==> config.mk <==
export PLATFORM = sky130hd
export DESIGN_NAME = ping_pong_line_echo_buffer
export DESIGN_NICKNAME = d
export VERILOG_FILES = /design/src/hw/rtl/ppleb_pkg.sv /design/src/hw/rtl/ppleb_line_ram.sv /design/src/hw/rtl/ping_pong_line_echo_buffer.sv
export SDC_FILE = /design/constraint.sdc
export NUM_CORES = 1
export LEC_CHECK = 0
export BUFFER_PORTS_ARGS = -buffer_cell sky130_fd_sc_hd__clkbuf_2
export CAP_MARGIN = 20
export CORE_ASPECT_RATIO = 0.75
export CORE_MARGIN = 2
export CORE_UTILIZATION = 40
export DETAILED_ROUTE_END_ITERATION = 10
export GPL_ROUTABILITY_DRIVEN = 1
export PLACE_DENSITY = 0.52
export RECOVER_POWER = 50
export SLEW_MARGIN = 20
export SYNTH_ARGS = -nofsm -noshare
export SYNTH_HDL_FRONTEND = slang
export SYNTH_HIERARCHICAL = 1
export SYNTH_SLANG_ARGS = --single-unit
==> constraint.sdc <==
create_clock -name clk_i -period 4.4 [get_ports clk_i]
set_clock_uncertainty 0.15 [all_clocks]
set_input_delay 0.88 -clock clk_i [delete_from_list [all_inputs] [get_ports clk_i]]
set_output_delay 0.88 -clock clk_i [all_outputs]
set_load 0.01 [all_outputs]
==> src/hw/rtl/ppleb_pkg.sv <==
`timescale 1ns / 1ps
`default_nettype none

package ppleb_pkg;

  localparam int unsigned BYTE_W          = 8;
  localparam int unsigned LINE_LEN_W      = 6;
  localparam int unsigned REQ_W           = 2;
  localparam int unsigned CFG_IDX_W       = 2;
  localparam int unsigned LINE_BYTES_DEF  = 64;

  localparam logic [BYTE_W-1:0] TERM_FIRST_RST  = 8'd13;
  localparam logic [BYTE_W-1:0] TERM_SECOND_RST = 8'd10;

  typedef enum logic [REQ_W-1:0] {
    REQ_RX       = 2'd0,
    REQ_TX_EMPTY = 2'd1,
    REQ_TX_DONE  = 2'd2
  } req_e;

  typedef enum logic [CFG_IDX_W-1:0] {
    CFG_RX_IRQ_ENABLE = 2'd0,
    CFG_TX_IRQ_START  = 2'd1,
    CFG_TERM_FIRST    = 2'd2,
    CFG_TERM_SECOND   = 2'd3
  } cfg_idx_e;

  typedef struct packed {
    logic                  tx_valid;
    logic                  line_done;
    logic [LINE_LEN_W-1:0] line_length;
    logic                  line_buffer;
    logic                  tx_armed;
    logic                  tc_armed;
  } result_t;

endpackage

`default_nettype wire

==> src/hw/rtl/ppleb_line_ram.sv <==
`timescale 1ns / 1ps
`default_nettype none

module ppleb_line_ram #(
  parameter int unsigned DEPTH  = 2 * ppleb_pkg::LINE_BYTES_DEF,
  parameter int unsigned ADDR_W = $clog2(DEPTH)
) (
  input  wire logic                          clk_i,
  input  wire logic                          we_i,
  input  wire logic [ADDR_W-1:0]             waddr_i,
  input  wire logic [ppleb_pkg::BYTE_W-1:0]  wdata_i,
  input  wire logic                          re_i,
  input  wire logic [ADDR_W-1:0]             raddr_i,
  output      logic [ppleb_pkg::BYTE_W-1:0]  rdata_o
);
  import ppleb_pkg::*;

  logic [BYTE_W-1:0] mem_q [DEPTH];
  logic [BYTE_W-1:0] rdata_q;

  always_ff @(posedge clk_i) begin
    if (we_i) begin
      mem_q[waddr_i] <= wdata_i;
    end
  end

  // read data holds until the next read
  always_ff @(posedge clk_i) begin
    if (re_i) begin
      rdata_q <= mem_q[raddr_i];
    end
  end

  assign rdata_o = rdata_q;

endmodule

`default_nettype wire

==> src/hw/rtl/ping_pong_line_echo_buffer.sv <==
// pipeline: two register stages; a transferred item's result goes to p_res_q, then o_res_q
// throughput: one item per cycle unless the output stalls; the line store is read at the input
// transfer and its registered byte joins the result as it moves into the output register
// reset: asynchronous active low; both fill counts, buffer select and send
// index clear, send and complete handling disarmed, terminators 13 and 10
// line store contents are undefined after reset and need no clearing pass
`timescale 1ns / 1ps
`default_nettype none

module ping_pong_line_echo_buffer #(
  parameter int unsigned LINE_BYTES = ppleb_pkg::LINE_BYTES_DEF
) (
  input  wire logic                              clk_i,
  input  wire logic                              rst_ni,
  input  wire logic                              in_valid_i,
  output      logic                              in_stall_o,
  input  wire logic [ppleb_pkg::REQ_W-1:0]       req_type_i,
  input  wire logic [ppleb_pkg::BYTE_W-1:0]      rx_byte_i,
  output      logic                              out_valid_o,
  input  wire logic                              out_stall_i,
  output      logic                              tx_valid_o,
  output      logic [ppleb_pkg::BYTE_W-1:0]      tx_byte_o,
  output      logic                              line_done_o,
  output      logic [ppleb_pkg::LINE_LEN_W-1:0]  line_length_o,
  output      logic                              line_buffer_o,
  output      logic                              tx_armed_o,
  output      logic                              tc_armed_o,
  input  wire logic                              cfg_valid_i,
  output      logic                              cfg_ready_o,
  input  wire logic [ppleb_pkg::CFG_IDX_W-1:0]   cfg_index_i,
  input  wire logic [ppleb_pkg::BYTE_W-1:0]      cfg_data_i
);
  import ppleb_pkg::*;

  localparam int unsigned CNT_W  = $clog2(LINE_BYTES);
  localparam int unsigned DEPTH  = 2 * LINE_BYTES;
  localparam int unsigned ADDR_W = $clog2(DEPTH);
  localparam logic [CNT_W-1:0] FILL_MAX = CNT_W'(LINE_BYTES - 1);
  localparam logic [ADDR_W-1:0] BUF1_BASE = ADDR_W'(LINE_BYTES);

  // configuration
  logic              rx_en_q;
  logic [BYTE_W-1:0] term_first_q, term_second_q;
  logic              cfg_we;

  // line state
  logic [CNT_W-1:0] fill_q [2];
  logic [CNT_W-1:0] fill_d [2];
  logic             sel_q, sel_d;
  logic [CNT_W-1:0] idx_q, idx_d;
  logic             send_armed_q, send_armed_d;
  logic             tc_armed_q, tc_armed_d;

  // pipeline
  logic              accept, p_move;
  logic              p_valid_q;
  result_t           p_res_q, res;
  logic              o_valid_q;
  result_t           o_res_q;
  logic [BYTE_W-1:0] o_byte_q;

  // store access
  logic              ram_we, ram_re;
  logic [ADDR_W-1:0] ram_waddr, ram_raddr;
  logic [BYTE_W-1:0] ram_rdata;

  logic             txb;
  logic [CNT_W-1:0] fill_cur, fill_tx;
  logic             is_term;

  assign cfg_ready_o = 1'b1;
  assign cfg_we      = cfg_valid_i;

  assign p_move     = p_valid_q && (!o_valid_q || !out_stall_i);
  assign in_stall_o = p_valid_q && !p_move;
  assign accept     = in_valid_i && !in_stall_o;

  assign txb      = ~sel_q;
  assign fill_cur = fill_q[sel_q];
  assign fill_tx  = fill_q[txb];
  assign is_term  = (rx_byte_i == term_first_q) || (rx_byte_i == term_second_q);

  assign ram_waddr = sel_q ? (BUF1_BASE + ADDR_W'(fill_cur)) : ADDR_W'(fill_cur);
  assign ram_raddr = txb ? (BUF1_BASE + ADDR_W'(idx_q)) : ADDR_W'(idx_q);

  always_comb begin
    fill_d[0]    = fill_q[0];
    fill_d[1]    = fill_q[1];
    sel_d        = sel_q;
    idx_d        = idx_q;
    send_armed_d = send_armed_q;
    tc_armed_d   = tc_armed_q;
    ram_we       = 1'b0;
    ram_re       = 1'b0;
    res          = '0;

    if (accept) begin
      case (req_e'(req_type_i))
        REQ_RX: begin
          if (rx_en_q) begin
            if (is_term) begin
              res.line_done   = 1'b1;
              res.line_length = LINE_LEN_W'(fill_cur);
              res.line_buffer = sel_q;
              sel_d           = txb;
              fill_d[txb]     = '0;
              idx_d           = '0;
              if (tc_armed_q) begin
                send_armed_d = 1'b1;
              end
            end else if (fill_cur < FILL_MAX) begin
              ram_we        = 1'b1;
              fill_d[sel_q] = fill_cur + CNT_W'(1);
            end
          end
        end
        REQ_TX_EMPTY: begin
          if (send_armed_q) begin
            if (idx_q < fill_tx) begin
              ram_re       = 1'b1;
              res.tx_valid = 1'b1;
              idx_d        = idx_q + CNT_W'(1);
            end else begin
              send_armed_d = 1'b0;
              tc_armed_d   = 1'b1;
              fill_d[txb]  = '0;
              idx_d        = '0;
            end
          end
        end
        REQ_TX_DONE: begin
          tc_armed_d = 1'b0;
        end
        default: begin
        end
      endcase
    end

    // the user loads it only while idle, never together with a transfer; the block does not enforce this
    if (cfg_we && (cfg_idx_e'(cfg_index_i) == CFG_TX_IRQ_START)) begin
      send_armed_d = cfg_data_i[0];
    end

    res.tx_armed = send_armed_d;
    res.tc_armed = tc_armed_d;
  end

  // start value goes straight into send handling above
  always_ff @(posedge clk_i or negedge rst_ni) begin
    if (!rst_ni) begin
      rx_en_q       <= 1'b0;
      term_first_q  <= TERM_FIRST_RST;
      term_second_q <= TERM_SECOND_RST;
    end else if (cfg_we) begin
      case (cfg_idx_e'(cfg_index_i))
        CFG_RX_IRQ_ENABLE: rx_en_q       <= cfg_data_i[0];
        CFG_TERM_FIRST:    term_first_q  <= cfg_data_i;
        CFG_TERM_SECOND:   term_second_q <= cfg_data_i;
        default: begin
        end
      endcase
    end
  end

  always_ff @(posedge clk_i or negedge rst_ni) begin
    if (!rst_ni) begin
      fill_q[0]    <= '0;
      fill_q[1]    <= '0;
      sel_q        <= 1'b0;
      idx_q        <= '0;
      send_armed_q <= 1'b0;
      tc_armed_q   <= 1'b0;
    end else begin
      fill_q[0]    <= fill_d[0];
      fill_q[1]    <= fill_d[1];
      sel_q        <= sel_d;
      idx_q        <= idx_d;
      send_armed_q <= send_armed_d;
      tc_armed_q   <= tc_armed_d;
    end
  end

  always_ff @(posedge clk_i or negedge rst_ni) begin
    if (!rst_ni) begin
      p_valid_q <= 1'b0;
      o_valid_q <= 1'b0;
    end else begin
      if (accept) begin
        p_valid_q <= 1'b1;
      end else if (p_move) begin
        p_valid_q <= 1'b0;
      end
      if (p_move) begin
        o_valid_q <= 1'b1;
      end else if (!out_stall_i) begin
        o_valid_q <= 1'b0;
      end
    end
  end

  always_ff @(posedge clk_i) begin
    if (accept) begin
      p_res_q <= res;
    end
    if (p_move) begin
      o_res_q  <= p_res_q;
      o_byte_q <= p_res_q.tx_valid ? ram_rdata : '0;
    end
  end

  ppleb_line_ram #(
    .DEPTH  (DEPTH),
    .ADDR_W (ADDR_W)
  ) u_line_ram (
    .clk_i   (clk_i),
    .we_i    (ram_we),
    .waddr_i (ram_waddr),
    .wdata_i (rx_byte_i),
    .re_i    (ram_re),
    .raddr_i (ram_raddr),
    .rdata_o (ram_rdata)
  );

  assign out_valid_o   = o_valid_q;
  assign tx_valid_o    = o_res_q.tx_valid;
  assign tx_byte_o     = o_byte_q;
  assign line_done_o   = o_res_q.line_done;
  assign line_length_o = o_res_q.line_length;
  assign line_buffer_o = o_res_q.line_buffer;
  assign tx_armed_o    = o_res_q.tx_armed;
  assign tc_armed_o    = o_res_q.tc_armed;

endmodule

`default_nettype wire

==> impl_summary.txt <==
----------------------------------------------------
[STA]
  Portion of the clock cycle consumed by the worst path in the final layout ... 88.6%
  Total negative setup slack ... 0 ns
  Tightest Pin Transition ... 2.79 ns
  Final hold violation count ... 0
  Setup repair after global routing missed its margin ... no
  Minimum period implied by the final worst setup slack ... 3.90 ns
  Max Freq ... ~260 MHz
  Count of pins over their slew limit ... 308
  Hold slack ... 0.268 ns
  Total setup violations reported at the end of the flow ... 0
  Headroom to the max-slew limit ... -85.8%

[Synthesis]
  Yosys synthesis warning count ... 6
  Number of standard cells after synthesis ... between 1500 and 2000
  Synth Net Count ... 1980
  Count of state elements after synthesis ... 1102
  Share of synthesized area occupied by flip-flops and latches ... about three quarters
  Mapped Avg Cell Area ... 22.2 um^2
  Most instantiated flip-flop cell in the synthesis netlist ... edfxtp_1
  Yosys top cell by area ... edfxtp_1
  Post-synth EDFFs ... 1062
  Async S/R FF share, synth ... 3.63%
  Leading post-synthesis cells by cell area ... edfxtp_1 74%, mux4_2 17%, dfrtp_1 2.0%
  Post-synth top area share ... 73.7%
  Cell area after synthesis ... approximately 0.043 mm^2
  Number of different library cells in the post-synthesis netlist ... 54

[CTS]
  Master cell of the clock root buffer ... clkbuf_16
  Number of buffers created by CTS ... 105
  Clock Tree Buf Depth ... 3
  Clk slew on worst S/H paths ... 0.07 ns
  Total of hold buffers inserted after clock tree synthesis ... 0
  Number of H-tree levels ... 3
  Clk sinks ... ~1100
  Post-cts sizing count ... 0
  Clock insertion delay at the later pin of the skew report ... approximately 0.70 ns
  Post-CTS setup buffers ... 0
  Clock tree from TritonCTS ... done

[Finish]
  Share of layout cells above drive strength 1 ... 32.0%
  Area growth from synthesis to layout ... 15.1%
  Nets ... 2239
  Number of fillers in the final layout ... 8894
  Post-route cell area ... 0.0498 mm^2

[Placed design]
  Number of port buffers ... 45
  Global placement routability congestion ... a little over 0.8
  Placed cell areas ... 0.0466 mm^2
  Half-perimeter wire length of the detailed placement result ... 71400 um

[Power and ir drop]
  Cell Pwr Density ... 468 mW/mm^2
  Standby leakage power ... 15.4 nW
  VDD IR max ... 315 uV

[Critical path]
  Maximum net fanout on the critical path ... 85
  Critical-path cell with the highest stage delay ... clkbuf_1
  Element type at the critical path end ... register
  Cell breakdown of the critical path ... clkbuf_1 > clkbuf_1 > buf_4
  Crit-path max cell delay ... 1.37 ns
  Kind of start point of the critical path ... primary input
  Dominant cell type by count on the critical path ... clkbuf_1
  Critical setup path kind ... in2reg
  Arrival time at the worst endpoint ... 4.09 ns
  Worst endpoint required time ... 4.60 ns

[GRT]
  Total overflow reported by the global router ... 0
  Pin count of the biggest net entering global routing ... 93
  Wire length of the first global-routing pass ... between 150000 and 200000 um
  Vias in the first global route ... 21100
  Global routing usage summed across all routing layers ... 19.9%
  Antenna violations before repair ... 5

[Floorplan]
  Area inside the core boundary ... roughly 0.11 mm^2
  Height of the chip ... 289 um
  Placement Rows ... 104
  Initial Utilization ... 40.4%
  Die Outline Area ... 0.111 mm^2
  Top-Level Pins ... 47
  Width of the die ... 384 um

[Drt]
  Number of DRC markers after the initial detailed-route iteration ... roughly 2500
  Post-detailed-route wirelength per cell ... 29.3 um
  Final WL ... 109000 um
  Average via count per standard cell ... 5.68
  Remaining routing DRC violations ... 0
  Post-detailed-route count of antenna-violating nets ... 0
  Pre-antenna DRT Iters ... 5
  Vias ... about 21000

[Status]
  Violated checks ... capacitance limit, slew limit
  Outcome ... complete, but fails checks

[Min path]
  Class of the tightest hold or removal check ... in2reg

[Flow run]
  Number of max-cap violations ... 8

----------------------------------------------------
## final cells by class
class                      instances  area, um^2  area share, %
multi-input combinational        728        9840           19.8
inverter                          16        60.1          0.121
sequential                      1102       32900           66.1
tap                             1431        1790           3.60
clock inverter                    59         519           1.04
clock buffer                     133        2800           5.61
timing repair buffer             252        1890           3.79
antenna                            1        2.50        0.00502
## kinds of logic (layout without fill, tap and decap cells)
family / after synthesis / after routing / synth area share [%]
AOI/OAI and AO/OA: 61 / 61 / 0.960
adders and majority gates: 9 / 9 / 0.260
other: 1 / 2 / 0.00867
xor gates and xnor gates: 17 / 17 / 0.344
and+or+nand+nor: 272 / 272 / 2.86
DFF: 1102 / 1102 / 76.0
buffers and inverters: 116 / 460 / 1.22
muxes: 368 / 368 / 18.3
## registers in the layout, summed over array words and instances, names as in the netlist, 6 cells and up
name	flops
u_line_ram/mem_q	1024
fill_q	12
p_res_q	11
term_first_q	8
term_second_q	8
tx_byte_o	8
u_line_ram/rdata_o	8
idx_q	6
line_length_o	6
## layer usage
| layer | vias to the layer above | wire (um) | GRT usage (%) |
|---|---|---|---|
| met5 | - | 0 | 0 |
| met4 | 0 | 1770 | 3.96 |
| met3 | 131 | 7130 | 3.20 |
| met2 | 785 | 47800 | 28.3 |
| met1 | 11500 | 52500 | 32.3 |
| li1 | 8699 | - | - |
## cell usage after synthesis (all sizes together) (2+ instances only)
cell / count
ha: 9
mux4: 336
a31oi: 2
o41ai: 2
and3: 2
dfrtp: 35
nand3b: 4
nand2b: 7
and2: 13
a21oi: 17
o21ai: 12
a221o: 2
nand3: 22
nor2b: 10
a21boi: 2
nor4: 7
o211ai: 3
a21o: 5
nor2: 137
o31ai: 2
dfstp: 5
inv: 16
edfxtp: 1062
xnor2: 17
nor3: 15
nand4: 9
a22oi: 2
buf: 52
nand2: 39
mux2i: 6
o2bb2ai: 4
or3: 3
clkbuf: 48
mux2: 26
## layout by cell type, fill, tap and decap left out, types with 4 or more instances in the layout
cell type,synthesis,final
ha_1,9,9
clkinvlp_4,0,4
nor2_1,137,137
mux2i_1,6,6
nor4_1,7,7
nand2b_1,7,7
nor2b_1,10,10
inv_1,16,16
clkbuf_16,0,107
o21ai_0,11,11
a21oi_1,17,17
nand3b_1,4,4
xnor2_1,17,17
nand2_1,38,38
clkinv_2,0,17
buf_4,13,180
mux4_2,336,336
buf_12,0,13
dfrtp_1,35,31
clkbuf_2,0,17
clkbuf_1,48,63
dfstp_2,5,5
nand3_1,22,22
and2_0,0,7
nor3_1,15,15
mux2_2,26,26
bufinv_16,0,9
edfxtp_1,1062,1062
a21o_1,5,5
nand4_1,9,9
clkinv_1,0,24
and2_1,13,6
o2bb2ai_1,4,4
## power breakdown
part / total, W / switching (W) / internal, W
Clock: 0.00883 / 0.00383 / 0.00500
Sequential: 0.0117 / 0.000108 / 0.0116
Combinational: 0.00273 / 0.00151 / 0.00122
## worst max-delay path: cells and delay by family
family,cells,cell delay (ns)
buf+inv,3,2.96
## path summary, 6_finish.rpt
check / cells after the start / end / startpoint / slack, ns
worst max-delay path: 3 / u_line_ram/mem_q[69][7]$_DFFE_PP_ / rx_byte_i[7] / 0.50
worst min-delay path: 2 / out_valid_o$_DFFE_PN0P_ / out_stall_i / 0.27
worst max register to register: 6 / u_line_ram/rdata_o[5]$_DFFE_PP_ / idx_q[0]$_DFFE_PN0P_ / 0.72
worst min register to register: 0 / line_done_o$_DFFE_PP_ / p_res_q[9]$_SDFFCE_PN0P_ / 0.27
max in group asynchronous: 1 / idx_q[1]$_DFFE_PN0P_ / rst_ni / 1.79
min in group asynchronous: 1 / fill_q[11]$_DFFE_PN0P_ / rst_ni / 0.70
## stage by stage
stage                     power, W  cells  util (%)  worst slack, ns
after detailed placement    0.0147   3528      43.4            0.420
after global routing        0.0241   3721      46.4            0.326
after CTS                   0.0235   3720      46.5            0.680
final                       0.0233   3722      46.4            0.503
after global placement      0.0147   3528      43.4            0.441
after floorplan             0.0137   1946         -             1.03
No activity file was read; power rests on OpenSTA's default activity.
